===== src/ptt_pkg.sv =====
// shared types and constants for the periodic timer table
`default_nettype none

package ptt_pkg;

    // table size and derived widths
    localparam int MAX_TIMERS = 16;
    localparam int IDX_W      = (MAX_TIMERS > 1) ? $clog2(MAX_TIMERS) : 1;
    localparam int CNT_W      = $clog2(MAX_TIMERS + 1);

    // command op codes
    localparam logic [1:0] OP_ADD  = 2'd0;
    localparam logic [1:0] OP_KILL = 2'd1;
    localparam logic [1:0] OP_TICK = 2'd2;

    // result kinds
    localparam logic [1:0] KIND_ADD  = 2'd0;
    localparam logic [1:0] KIND_KILL = 2'd1;
    localparam logic [1:0] KIND_FIRE = 2'd2;

    // one input item
    typedef struct packed {
        logic [1:0]  op;
        logic [31:0] amount;
        logic [31:0] repeat_limit;
        logic [31:0] timer_id;
    } t_cmd;

    // one result item
    typedef struct packed {
        logic [1:0]  kind;
        logic [31:0] timer_id_res;
        logic [31:0] fire_count;
        logic        retired;
        logic        found;
        logic        last;
    } t_res;

    // one timer slot as held in the slot memory
    typedef struct packed {
        logic [31:0] id;
        logic [31:0] period;
        logic [31:0] limit;
        logic [31:0] count;
        logic [31:0] elapsed;
    } t_slot;

endpackage

`default_nettype wire


===== src/periodic_timer_table.sv =====
// periodic timer table: slot memory, slot scanner and result sequencing
//
// channel   | direction | handshake                 | payload
// command   | in        | start high, busy low      | i_cmd   (ptt_pkg::t_cmd)
// result    | out       | o_res_valid, one cycle    | o_res   (ptt_pkg::t_res)
//
// kill and tick hold busy for a scan: one slot read per cycle, two compute
// stages and a wrap-up step; any final item is registered as busy falls; a
// rejected add (zero period or full table) skips the scan, else each id probe
// is one such scan, a probe that hits a live id rescans, at most MAX_TIMERS
// probes; fire items are held back by one so the final one can carry last
// reset clears valid bits, id counter and control; results cannot be held off
`default_nettype none

module periodic_timer_table (
    input  wire logic          i_clk,
    input  wire logic          i_rst_n,
    input  wire logic          start,
    output logic               busy,
    input  wire ptt_pkg::t_cmd i_cmd,
    output logic               o_res_valid,
    output ptt_pkg::t_res      o_res
);
    import ptt_pkg::*;

    typedef enum logic {
        ST_IDLE,
        ST_SCAN
    } t_state;

    t_state                r_state;
    logic [MAX_TIMERS-1:0] r_valid;
    logic [31:0]           r_next_id;
    t_cmd                  r_cmd;
    logic [31:0]           r_target;
    logic [IDX_W-1:0]      r_free_idx;
    logic [CNT_W-1:0]      r_scan_cnt;
    logic                  r_conflict;
    logic                  r_found;

    // slot memory and its registered read data
    t_slot                 r_mem [MAX_TIMERS];
    t_slot                 r_rdata;

    // stage 1 follows the read, stage 2 follows stage 1
    logic                  r_s1_vld;
    logic [IDX_W-1:0]      r_s1_idx;
    logic                  r_s2_vld;
    logic [IDX_W-1:0]      r_s2_idx;
    logic                  r_s2_live;
    logic                  r_s2_hit;
    t_slot                 r_s2_slot;
    logic [31:0]           r_s2_sum;
    logic [31:0]           r_s2_cnt1;

    // held fire item and output register
    logic                  r_hold_vld;
    t_res                  r_hold;
    logic                  r_out_vld;
    t_res                  r_out;

    logic                  accept;
    logic                  issue;
    logic                  drained;
    logic                  s1_live;
    logic                  s1_hit;
    logic [32:0]           s1_sum_w;
    logic [31:0]           s1_sum;
    logic                  s2_tick;
    logic                  s2_fire;
    logic                  s2_retire;
    t_res                  s2_item;
    t_res                  hold_last;
    logic [IDX_W-1:0]      free_idx;
    logic                  full;
    logic                  mem_we;
    logic [IDX_W-1:0]      mem_waddr;
    t_slot                 mem_wdata;

    // next id after x, skipping zero
    function automatic logic [31:0] next_cand(input logic [31:0] x);
        logic [31:0] y;
        y = x + 32'd1;
        if (y == 32'd0) begin
            y = 32'd1;
        end
        return y;
    endfunction

    assign busy        = (r_state != ST_IDLE);
    assign accept      = start && !busy;
    assign o_res_valid = r_out_vld;
    assign o_res       = r_out;

    // lowest free slot
    always_comb begin
        free_idx = '0;
        for (int i = MAX_TIMERS - 1; i >= 0; i--) begin
            if (!r_valid[i]) begin
                free_idx = IDX_W'(i);
            end
        end
    end
    assign full = &r_valid;

    // scan control
    assign issue   = (r_state == ST_SCAN) && (r_scan_cnt < CNT_W'(MAX_TIMERS));
    assign drained = (r_state == ST_SCAN) && !issue && !r_s1_vld && !r_s2_vld;

    // stage 1: id compare and saturating elapsed sum
    assign s1_live  = r_valid[r_s1_idx];
    assign s1_hit   = s1_live && (r_rdata.id == r_target);
    assign s1_sum_w = {1'b0, r_rdata.elapsed} + {1'b0, r_cmd.amount};
    assign s1_sum   = s1_sum_w[32] ? '1 : s1_sum_w[31:0];

    // stage 2: fire and retire decisions
    assign s2_tick   = r_s2_vld && r_s2_live && (r_cmd.op == OP_TICK);
    assign s2_fire   = s2_tick && (r_s2_sum >= r_s2_slot.period);
    assign s2_retire = s2_fire && (r_s2_slot.limit != 32'd0) &&
                       (r_s2_cnt1 >= r_s2_slot.limit);

    always_comb begin
        s2_item.kind         = KIND_FIRE;
        s2_item.timer_id_res = r_s2_slot.id;
        s2_item.fire_count   = r_s2_cnt1;
        s2_item.retired      = s2_retire;
        s2_item.found        = 1'b0;
        s2_item.last         = 1'b0;
    end

    // held fire item marked as the final one
    always_comb begin
        hold_last      = r_hold;
        hold_last.last = 1'b1;
    end

    // memory write: tick write-back, or a new slot when an add commits
    always_comb begin
        mem_we    = 1'b0;
        mem_waddr = r_s2_idx;
        mem_wdata = r_s2_slot;
        if (s2_tick) begin
            mem_we            = 1'b1;
            mem_wdata.count   = s2_fire ? r_s2_cnt1 : r_s2_slot.count;
            mem_wdata.elapsed = s2_fire ? 32'd0 : r_s2_sum;
        end else if (drained && (r_cmd.op == OP_ADD) && !r_conflict) begin
            mem_we            = 1'b1;
            mem_waddr         = r_free_idx;
            mem_wdata.id      = r_target;
            mem_wdata.period  = r_cmd.amount;
            mem_wdata.limit   = r_cmd.repeat_limit;
            mem_wdata.count   = 32'd0;
            mem_wdata.elapsed = 32'd0;
        end
    end

    // slot memory
    always_ff @(posedge i_clk) begin
        if (issue) begin
            r_rdata <= r_mem[r_scan_cnt[IDX_W-1:0]];
        end
        if (mem_we) begin
            r_mem[mem_waddr] <= mem_wdata;
        end
    end

    // sequencer, scan pipeline and registered outputs
    always_ff @(posedge i_clk) begin
        if (!i_rst_n) begin
            r_state    <= ST_IDLE;
            r_valid    <= '0;
            r_next_id  <= 32'd0;
            r_scan_cnt <= '0;
            r_s1_vld   <= 1'b0;
            r_s2_vld   <= 1'b0;
            r_hold_vld <= 1'b0;
            r_out_vld  <= 1'b0;
        end else begin
            r_out_vld <= 1'b0;

            // pipeline advance
            r_s1_vld  <= issue;
            r_s1_idx  <= r_scan_cnt[IDX_W-1:0];
            r_s2_vld  <= r_s1_vld;
            r_s2_idx  <= r_s1_idx;
            r_s2_live <= s1_live;
            r_s2_hit  <= s1_hit;
            r_s2_slot <= r_rdata;
            r_s2_sum  <= s1_sum;
            r_s2_cnt1 <= r_rdata.count + 32'd1;
            if (issue) begin
                r_scan_cnt <= r_scan_cnt + CNT_W'(1);
            end

            // stage 2 effects
            if (r_s2_vld && r_s2_hit && (r_cmd.op == OP_KILL)) begin
                r_valid[r_s2_idx] <= 1'b0;
                r_found           <= 1'b1;
            end
            if (r_s2_vld && r_s2_hit && (r_cmd.op == OP_ADD)) begin
                r_conflict <= 1'b1;
            end
            if (s2_retire) begin
                r_valid[r_s2_idx] <= 1'b0;
            end
            if (s2_fire) begin
                r_hold     <= s2_item;
                r_hold_vld <= 1'b1;
                if (r_hold_vld) begin
                    r_out_vld <= 1'b1;
                    r_out     <= r_hold;
                end
            end

            unique case (r_state)
                ST_IDLE: begin
                    if (accept) begin
                        r_cmd      <= i_cmd;
                        r_scan_cnt <= '0;
                        r_conflict <= 1'b0;
                        r_found    <= 1'b0;
                        r_free_idx <= free_idx;
                        unique case (i_cmd.op)
                            OP_ADD: begin
                                if ((i_cmd.amount == 32'd0) || full) begin
                                    r_out_vld          <= 1'b1;
                                    r_out.kind         <= KIND_ADD;
                                    r_out.timer_id_res <= 32'd0;
                                    r_out.fire_count   <= 32'd0;
                                    r_out.retired      <= 1'b0;
                                    r_out.found        <= 1'b0;
                                    r_out.last         <= 1'b1;
                                end else begin
                                    r_target <= next_cand(r_next_id);
                                    r_state  <= ST_SCAN;
                                end
                            end
                            OP_KILL: begin
                                r_target <= i_cmd.timer_id;
                                r_state  <= ST_SCAN;
                            end
                            OP_TICK: begin
                                r_state <= ST_SCAN;
                            end
                            default: begin
                                // unused op code, dropped
                            end
                        endcase
                    end
                end
                ST_SCAN: begin
                    if (drained) begin
                        unique case (r_cmd.op)
                            OP_ADD: begin
                                if (r_conflict) begin
                                    // probe the next id with a fresh scan
                                    r_target   <= next_cand(r_target);
                                    r_conflict <= 1'b0;
                                    r_scan_cnt <= '0;
                                end else begin
                                    r_valid[r_free_idx] <= 1'b1;
                                    r_next_id           <= r_target;
                                    r_out_vld           <= 1'b1;
                                    r_out.kind          <= KIND_ADD;
                                    r_out.timer_id_res  <= r_target;
                                    r_out.fire_count    <= 32'd0;
                                    r_out.retired       <= 1'b0;
                                    r_out.found         <= 1'b0;
                                    r_out.last          <= 1'b1;
                                    r_state             <= ST_IDLE;
                                end
                            end
                            OP_KILL: begin
                                r_out_vld          <= 1'b1;
                                r_out.kind         <= KIND_KILL;
                                r_out.timer_id_res <= r_cmd.timer_id;
                                r_out.fire_count   <= 32'd0;
                                r_out.retired      <= 1'b0;
                                r_out.found        <= r_found;
                                r_out.last         <= 1'b1;
                                r_state            <= ST_IDLE;
                            end
                            default: begin
                                // tick: release the held fire item as the final one
                                if (r_hold_vld) begin
                                    r_out_vld  <= 1'b1;
                                    r_out      <= hold_last;
                                    r_hold_vld <= 1'b0;
                                end
                                r_state <= ST_IDLE;
                            end
                        endcase
                    end
                end
                default: begin
                    r_state <= ST_IDLE;
                end
            endcase
        end
    end

    // scan pipeline is empty whenever the block is idle
    a_idle_drained: assert property (@(posedge i_clk) disable iff (!i_rst_n)
        (r_state == ST_IDLE) |-> (!r_s1_vld && !r_s2_vld && !r_hold_vld))
        else $error("scan pipeline not empty while idle");

    // add and kill replies are always the final item
    a_reply_last: assert property (@(posedge i_clk) disable iff (!i_rst_n)
        (o_res_valid && (o_res.kind == KIND_ADD || o_res.kind == KIND_KILL))
        |-> o_res.last)
        else $error("reply without last");

    // a fired timer always carries a nonzero id and a clear found flag
    a_fire_id: assert property (@(posedge i_clk) disable iff (!i_rst_n)
        (o_res_valid && o_res.kind == KIND_FIRE)
        |-> (o_res.timer_id_res != 32'd0 && !o_res.found))
        else $error("bad fire item");

    // a new slot is only committed into a free slot
    a_commit_free: assert property (@(posedge i_clk) disable iff (!i_rst_n)
        (drained && r_cmd.op == OP_ADD && !r_conflict) |-> !r_valid[r_free_idx])
        else $error("add committed into a live slot");

endmodule

`default_nettype wire

===== config.mk =====
export PLATFORM = sky130hd
export DESIGN_NAME = periodic_timer_table
export DESIGN_NICKNAME = d
export VERILOG_FILES = /design/src/ptt_pkg.sv /design/src/periodic_timer_table.sv
export SDC_FILE = /design/constraint.sdc
export NUM_CORES = 2
export LEC_CHECK = 0
export ABC_AREA = 1
export ABC_CLOCK_PERIOD_IN_PS = 14300
export BUFFER_PORTS_ARGS = -buffer_cell sky130_fd_sc_hd__buf_2
export CAP_MARGIN = 20
export CORE_MARGIN = 10
export CORE_UTILIZATION = 39
export DETAILED_ROUTE_END_ITERATION = 7
export HOLD_SLACK_MARGIN = 0.02
export PLACE_DENSITY = 0.5
export SLEW_MARGIN = 20
export SYNTH_ARGS = -nofsm -noshare
export SYNTH_HDL_FRONTEND = slang
export SYNTH_SLANG_ARGS = --single-unit

===== constraint.sdc =====
create_clock -name i_clk -period 14.3 [get_ports i_clk]
set_input_delay 0.715 -clock i_clk [delete_from_list [all_inputs] [get_ports i_clk]]
set_output_delay 0.715 -clock i_clk [all_outputs]
set_load 0.005 [all_outputs]

# ---- After elaboration in Yosys (flattened, before gate mapping)
# Memory sizes are Yosys's and may differ from the RTL's. A register that Yosys moved wholly into a read port is not among the register bits.
# Index checks and enable logic that the tools add are counted.
dict set report word_totals {
  reg_bits 562
  latch_bits 0
  ramBits 2560
  romBits 0
  in_bits 101
  output_inout_bits 71
  elab_cells 206
  memories 1
}
# name depth word_bits rd rd_ports_with_merged_regs write_ports line
set mem_list {}
lappend mem_list {r_mem 16 160 1 1 1 periodic_timer_table.sv:42} ;# t_slot r_mem [MAX_TIMERS];
dict set report classes {
  n_addsub 5
  n_mul 0
  div_mod_pow 0
  n_lt_le_gt_ge 8
  n_eq_ne 11
  n_shift 0
  n_mux 96
  n_bitwise 6
  n_reduce_logical 40
}
# op count
set op_table {}
lappend op_table {{69-bit two-way mux} 8}
lappend op_table {{32-bit two-way mux} 9}
lappend op_table {{69-bit one-hot mux with 2 select lines} 2}
lappend op_table {{160-bit two-way mux} 1}
lappend op_table {{16-bit two-way mux} 8}
lappend op_table {{32-bit one-hot mux with 2 select lines} 2}
lappend op_table {{32-bit by 1-bit adder with 32-bit output (second input constant)} 3}
lappend op_table {{32-bit zero test} 3}
lappend op_table {{96-bit two-way mux} 1}
lappend op_table {{32-bit >= comparator} 2}
lappend op_table {{64-bit two-way mux} 1}
lappend op_table {{4-bit two-way mux} 10}
lappend op_table {{1-bit two-way mux} 34}
lappend op_table {{32-bit by 32-bit adder with 33-bit output} 1}
lappend op_table {{16-bit bitwise AND} 2}
lappend op_table {{32-bit equality test} 1}
lappend op_table {{32-bit nonzero test} 1}
lappend op_table {{5-bit two-way mux} 5}
lappend op_table {{1-bit logical AND} 18}
lappend op_table {{16-bit inverter} 1}
lappend op_table {{16-bit OR} 1}
lappend op_table {{16-bit AND reduction} 1}
lappend op_table {{4-bit by 5-bit less-than comparator with 1-bit output (second input constant)} 3}
lappend op_table {{3-bit two-way mux} 4}
lappend op_table {{24 further kinds} 44}

# ---- Longest topological paths before layout
dict set report depth {
  word_depth 16
  mapped_depth 20
  depth_no_buf 20
}

# ---- Least setup slack after synthesis
# OpenSTA, ideal clock, no wires.
dict set report synth_path {
  path_kind {reg2reg}
  start {register r_state, in the netlist busy}
  end {register r_scan_cnt[3]}
  setup_ns 0.065
  arrival_ns 8.892
  t_required_ns 14.235
  setup_slack_ns 5.344
  stages_incl_launch_ff 10
  path_buffers 2
  synth_period_minus_slack_ns 8.956
  cell_sequence {dfxtp_1 buf_2 inv_1 clkbuf_1 nor2_1 inv_1 nor2_1 nand3_1 xor2_1 nor2_1}
}
dict set report synth_via {
  elab_chain_cells 7
  word_cells_on_any_way 14
  classes_between {mux: 6; bitwise: 1; reduce/logical: 7}
}
# element line
set synth_lines {}
lappend synth_lines {{start: declaration} periodic_timer_table.sv:31} ;# t_state r_state;
lappend synth_lines {{start signal: assignment} periodic_timer_table.sv:170} ;# r_state <= ST_IDLE;
lappend synth_lines {{start signal: assignment} periodic_timer_table.sv:235} ;# r_state <= ST_SCAN;
lappend synth_lines {{start signal: assignment} periodic_timer_table.sv:240} ;# r_state <= ST_SCAN;
lappend synth_lines {{1-bit logical AND *} periodic_timer_table.sv:107} ;# assign issue = (r_state == ST_SCAN) && (r_scan_cnt < CNT_W'(MAX_TIMERS));
lappend synth_lines {{net issue} periodic_timer_table.sv:63} ;# logic issue;
lappend synth_lines {{branches (longest 5 deep; another with 5-bit two-way mux)} -}
lappend synth_lines {{5-bit one-hot mux with 2 select lines *} periodic_timer_table.sv:215} ;# unique case (r_state)
lappend synth_lines {{end signal: assignment} periodic_timer_table.sv:192} ;# r_scan_cnt <= r_scan_cnt + CNT_W'(1);
lappend synth_lines {{end: declaration} periodic_timer_table.sv:37} ;# logic [CNT_W-1:0] r_scan_cnt;
# Mark *: on every way through the listed nets, which the timed path passes.
# A chain may end at the register's enable or synchronous reset.

# ---- Worst setup path in the final report
dict set report layout_path {
  start {register r_scan_cnt[4]}
  end {memory r_mem[8][78] (netlist name), enable pin}
}
dict set report layout_via {
  elab_chain_cells 12
  word_cells_on_any_way 14
  classes_between {order compare: 1; mux: 6; reduce/logical: 7}
}
# element line
set layout_lines {}
lappend layout_lines {{5-bit less-than comparator *} periodic_timer_table.sv:107}
lappend layout_lines {{1-bit logical AND *} periodic_timer_table.sv:107}
lappend layout_lines {{1-bit zero test *} periodic_timer_table.sv:108} ;# assign drained = (r_state == ST_SCAN) && !issue && !r_s1_vld && !r_s2_vld;
lappend layout_lines {{1-bit logical AND * (3 in series)} periodic_timer_table.sv:108}
lappend layout_lines {{1-bit logical AND * (2 in series)} periodic_timer_table.sv:146} ;# end else if (drained && (r_cmd.op == OP_ADD) && !r_conflict) begin
lappend layout_lines {{1-bit two-way mux} periodic_timer_table.sv:146}
lappend layout_lines {{1-bit two-way mux} periodic_timer_table.sv:142} ;# if (s2_tick) begin
lappend layout_lines {{1-bit two-way mux} periodic_timer_table.sv:162} ;# if (mem_we) begin
lappend layout_lines {{1-bit two-way mux (not written as such)} periodic_timer_table.sv:163} ;# r_mem[mem_waddr] <= mem_wdata;
lappend layout_lines {{end: declaration} periodic_timer_table.sv:42}
# Mark *: on every way between the ends. The rest lies on a longest branch, timed or not.

==> run summary <==
The post-detailed-route wirelength per cell was 27.36 microns. Counting I/O delays and the setup requirement, the final critical path takes 6.649 ns. The tools report the summed instance area of the synthesized netlist as 133300 sq um. STA puts the critical path data required time at 14.84 ns. The tools report the count of final hold-check violations as 0. Averaged over all synthesized cells, the footprint is 12.77 sq um. The final count of pins violating max slew was 0; the sequential cell area was 97990 sq um.

For this run the aggregate overflow at the end of global routing stands at 0. Compared with the post-synthesis result, the final layout area differs by 14.04%. The run finished with clean final reports.

The final routed wirelength across all metal layers was 422800 microns. Based on the critical path, the design can be clocked at up to 150.4 MHz. Counting flops with a built-in enable in the synthesized netlist gives 3224. The cell leakage power came out at 50.36 nW. The tools report the distinct cell type count of the synthesized netlist as 56. Setup violations remaining at the end of the flow were counted as 0. The total clock buffers created by CTS was 361.

The clock passes through at most 4 buffers. Entering global routing, the biggest net connects 219 pins. The portion of netlist area occupied by mux cells is 0.004506, and the first-pass iteration count of the detailed router is 6. The most frequently used flop master after synthesis was sky130_fd_sc_hd__edfxtp_1. The tools report the clock sink total as 3282. The tightest slew margin relative to the limit was 0.2269; the area share of the leading cell type in the synthesized netlist was 0.7264. The effective utilization at floorplan was 0.3919; the number of cells in the design after placement was 14700. The total routing usage reported by global routing is 0.2225. The synthesized-area fraction occupied by adder cells is 0.009820, and the width of the chip is 604.6 microns. The net count of the finished layout is 10830. The number of global-route vias before repair was 85590; the clock transition time at the flip-flop clock pins of the worst setup and hold paths was 0.07 ns.

In this run the remaining antenna-violating nets after routing total 0. The gate count after technology mapping is 10440. TritonCTS built the clock tree.

Overall power after layout: 21.24 mW. sky130_fd_sc_hd__edfxtp_1 takes more of the synthesized area than any other cell. For the clock network latency to the later pin of the worst-skew pair, the log shows 0.95 ns. The core utilization of the finished layout is 0.4469, and the worst endpoint data arrival time is 7.18 ns. After synthesis, the largest family of logic cells by area is compound AO/OA/AOI/OAI gates. The vertical extent of the die works out to 604.6 microns. In this run the worst path has a maximum fanout of 95. The tools report the sequential fraction of the synthesis area as 0.7352. The total of fill cells in the finished design was 30700; the number of remaining DRC errors was 0. For the maximum VDD drop, the log shows 87.34 uV. The share of cells above drive strength 1 was 0.09219. The period utilization was 0.4649; the depth of the CTS H-tree was 5. Buffer cell driving the clock tree root: sky130_fd_sc_hd__clkbuf_16. The worst setup path is of the reg2reg kind. STA classifies the critical path startpoint as a register. Ranked by total cell area, the synthesized netlist is headed by sky130_fd_sc_hd__edfxtp_1 73%, sky130_fd_sc_hd__o21ai_0 6.2%, sky130_fd_sc_hd__nor2_1 4.8%, sky130_fd_sc_hd__nand2_1 2.7%, sky130_fd_sc_hd__o22ai_1 2.3%. The worst setup path is captured at a register. The worst hold path belongs to the class in2reg. The worst clock skew is 0.04834 ns, and the proportion of register bits with asynchronous set or reset after synthesis is 0.

The xor-xnor portion of the synthesized cell area was 0.005258. The number of violations reported at the end of detailed-routing iteration 0 was 9522. Routability-driven placement finished with a final weighted congestion of 0.9152.

The run gives 13 as the initial antenna violation count. Once detailed placement completed, the half-perimeter wirelength came to 235900 microns. Setup repair after global routing left no endpoint under its margin.

The Yosys step of the flow raised 0 warnings. The final route contains 88470 vias. After detailed routing, the number of vias per cell comes to 5.726. Row generation in the floorplan step produced 214 rows. At the pin with the least slew margin, the transition time is 1.160 ns. The tools report the die outline area as 365500 sq um. Counting flops and latches in the post-synthesis netlist gives 3282. Counting every net in the synthesized netlist gives 10640. The tool flagged a number of max-cap violations equal to 0. The post-synthesis compound-gate area fraction is 0.1258, and the simple-gate share of the synthesized area is 0.09090. The first global-routing pass estimated 609100 microns of wire. Combined area of the multi-input logic cells: 31750 sq um.

After floorplanning, the core was sized to cover 340100 sq um. The power density relative to cell area is 139.8 nW/um^2, and the final cell count without fillers is 15450. Input and output buffers added on the ports amount to 171. The number of buffers inserted to repair setup after CTS is 0, and the count of boundary I/O pins is 172. The final-layout setup total negative slack came out at 0 ns.
-- synth_stat cells (3+ instances only) --
master and instances:
sky130_fd_sc_hd__ha_1 103, sky130_fd_sc_hd__xnor2_1 40, sky130_fd_sc_hd__buf_1 19, sky130_fd_sc_hd__nor2_2 9
sky130_fd_sc_hd__nand3b_1 3, sky130_fd_sc_hd__a21o_1 12, sky130_fd_sc_hd__nand3_1 223, sky130_fd_sc_hd__dfxtp_1 58
sky130_fd_sc_hd__nand2_2 4, sky130_fd_sc_hd__mux2i_1 60, sky130_fd_sc_hd__edfxtp_1 3224, sky130_fd_sc_hd__o2111ai_1 5
sky130_fd_sc_hd__xor2_1 40, sky130_fd_sc_hd__a211oi_1 5, sky130_fd_sc_hd__or2_0 12, sky130_fd_sc_hd__o21ai_0 1663
sky130_fd_sc_hd__o221ai_1 218, sky130_fd_sc_hd__buf_4 4, sky130_fd_sc_hd__clkbuf_1 518, sky130_fd_sc_hd__a21oi_1 169
sky130_fd_sc_hd__nand2_1 952, sky130_fd_sc_hd__inv_1 289, sky130_fd_sc_hd__o32ai_1 13, sky130_fd_sc_hd__nor3_1 33
sky130_fd_sc_hd__o31ai_1 3, sky130_fd_sc_hd__o21bai_1 9, sky130_fd_sc_hd__a21boi_0 4, sky130_fd_sc_hd__nand4_1 42
sky130_fd_sc_hd__o211ai_1 156, sky130_fd_sc_hd__nor3_2 6, sky130_fd_sc_hd__o21a_1 7, sky130_fd_sc_hd__nor4_1 14
sky130_fd_sc_hd__buf_2 117, sky130_fd_sc_hd__clkbuf_2 5, sky130_fd_sc_hd__nor2_1 1717, sky130_fd_sc_hd__a22o_1 31
sky130_fd_sc_hd__clkinv_1 3, sky130_fd_sc_hd__a32oi_1 29, sky130_fd_sc_hd__o22ai_1 486, sky130_fd_sc_hd__inv_2 13
sky130_fd_sc_hd__or2_2 22, sky130_fd_sc_hd__a31oi_1 12, sky130_fd_sc_hd__o21ai_1 65
-- layout make-up --
cell class	count	share of cell area
sequential	3282	0.6448
multi-input combinational	6187	0.2089
clock buffer	446	0.06257
tap	4536	0.03734
timing repair buffer	486	0.02447
clock inverter	206	0.01415
inverter	305	0.007771
antenna	3	0.00004939
-- kinds of logic (layout without fill, tap and decap cells) --
| logic type | Yosys count | after routing |
|---|---|---|
| fa+ha+maj | 104 | 104 |
| mux | 60 | 60 |
| buf+inv | 968 | 1443 |
| other cells | 0 | 3 |
| xor+xnor | 80 | 80 |
| simple gates | 3045 | 3045 |
| flops | 3282 | 3282 |
| compound gates | 2898 | 2898 |
-- layout by cell type (no fill, tap or decap), types with 13 or more instances in the layout --
cell type                       instances
sky130_fd_sc_hd__a21oi_1              168
sky130_fd_sc_hd__a22o_1                31
sky130_fd_sc_hd__a32oi_1               29
sky130_fd_sc_hd__buf_12                20
sky130_fd_sc_hd__buf_2                170
sky130_fd_sc_hd__buf_4                199
sky130_fd_sc_hd__bufinv_16             33
sky130_fd_sc_hd__clkbuf_1              75
sky130_fd_sc_hd__clkbuf_16            366
sky130_fd_sc_hd__clkinv_1              80
sky130_fd_sc_hd__clkinv_2              62
sky130_fd_sc_hd__dfxtp_1               52
sky130_fd_sc_hd__dlygate4sd3_1         95
sky130_fd_sc_hd__edfxtp_1            3224
sky130_fd_sc_hd__ha_1                 103
sky130_fd_sc_hd__inv_1                288
sky130_fd_sc_hd__mux2i_1               60
sky130_fd_sc_hd__nand2_1              951
sky130_fd_sc_hd__nand3_1              223
sky130_fd_sc_hd__nand4_1               42
sky130_fd_sc_hd__nor2_1              1695
sky130_fd_sc_hd__nor2_4                22
sky130_fd_sc_hd__nor3_1                32
sky130_fd_sc_hd__o211ai_1             156
sky130_fd_sc_hd__o21ai_0             1632
sky130_fd_sc_hd__o21ai_1               78
sky130_fd_sc_hd__o21ai_2               19
sky130_fd_sc_hd__o221ai_1             218
sky130_fd_sc_hd__o22ai_1              486
sky130_fd_sc_hd__o32ai_1               13
sky130_fd_sc_hd__or2_2                 22
sky130_fd_sc_hd__xnor2_1               40
sky130_fd_sc_hd__xor2_1                40
-- sequential cells by signal, summed over array words and instances (netlist names), 16 cells and up --
register / cells
r_rdata: 160
r_s2_sum: 32
r_next_id: 32
o_res: 69
hold_last: 65
r_s2_slot: 160
r_target: 32
r_valid: 16
r_s2_cnt1: 32
r_cmd: 98
r_mem: 2560
-- routing by layer --
layer  vias up  wire (microns)  share of wire  track usage
met5         -               0              0            0
met1     45330          185400           0.44       0.3159
met2      3273          196800           0.47       0.3598
li1      39180               -              -            -
met4         0           13510          0.032      0.06872
met3       699           27050          0.064      0.02650
-- report_power, final --
| group | switching, mW | internal, mW |
|---|---|---|
| clock network | 3.89 | 5.34 |
| registers | 0.127 | 10.7 |
| logic | 0.834 | 0.325 |
-- through the flow --
stage	setup slack [ns]	area, sq um	hold slack [ns]
floorplan	5.344	133300	0.4003
global placement	7.569	139300	0.4023
detailed placement	7.570	139300	0.4045
CTS	7.533	151900	0.02524
global route	7.297	152000	0.05183
finish	7.651	152000	0.09947
-- critical path: stages, from the launching register on --
cell                      delay, ns
sky130_fd_sc_hd__dfxtp_1       0.39
sky130_fd_sc_hd__nand2_1       0.13
sky130_fd_sc_hd__nor3_4        0.13
sky130_fd_sc_hd__buf_4         0.43
sky130_fd_sc_hd__nand2_1       0.19
sky130_fd_sc_hd__nor2_4        0.41
sky130_fd_sc_hd__buf_12        0.40
sky130_fd_sc_hd__inv_6         0.29
sky130_fd_sc_hd__o21ai_0       0.33
sky130_fd_sc_hd__nand3_1       0.36
sky130_fd_sc_hd__nor2_4        0.73
sky130_fd_sc_hd__buf_4         0.88
sky130_fd_sc_hd__buf_4         0.69
sky130_fd_sc_hd__buf_4         0.65
-- timing repair --
action / in CTS / in global routing
hold buffers: 95 / 0
resized for setup: 0 / 0
hold endpoints to repair: 95 / 0
-- worst paths after layout --
path | from | end | slack (ns) | cells past startpoint
setup / recovery | r_scan_cnt[4]$_SDFF_PN0_ | r_mem[8][78]$_DFFE_PP_ | 7.65 | 13
setup reg to reg | r_scan_cnt[4]$_SDFF_PN0_ | r_mem[8][78]$_DFFE_PP_ | 7.65 | 13
hold reg to reg | r_s2_slot[131]$_DFFE_PP_ | hold_last[38]$_DFFE_PP_ | 0.42 | 0
hold / removal | i_cmd[3] | r_cmd[3]$_DFFE_PP_ | 0.1 | 1
No activity file was read; power rests on OpenSTA's default activity.
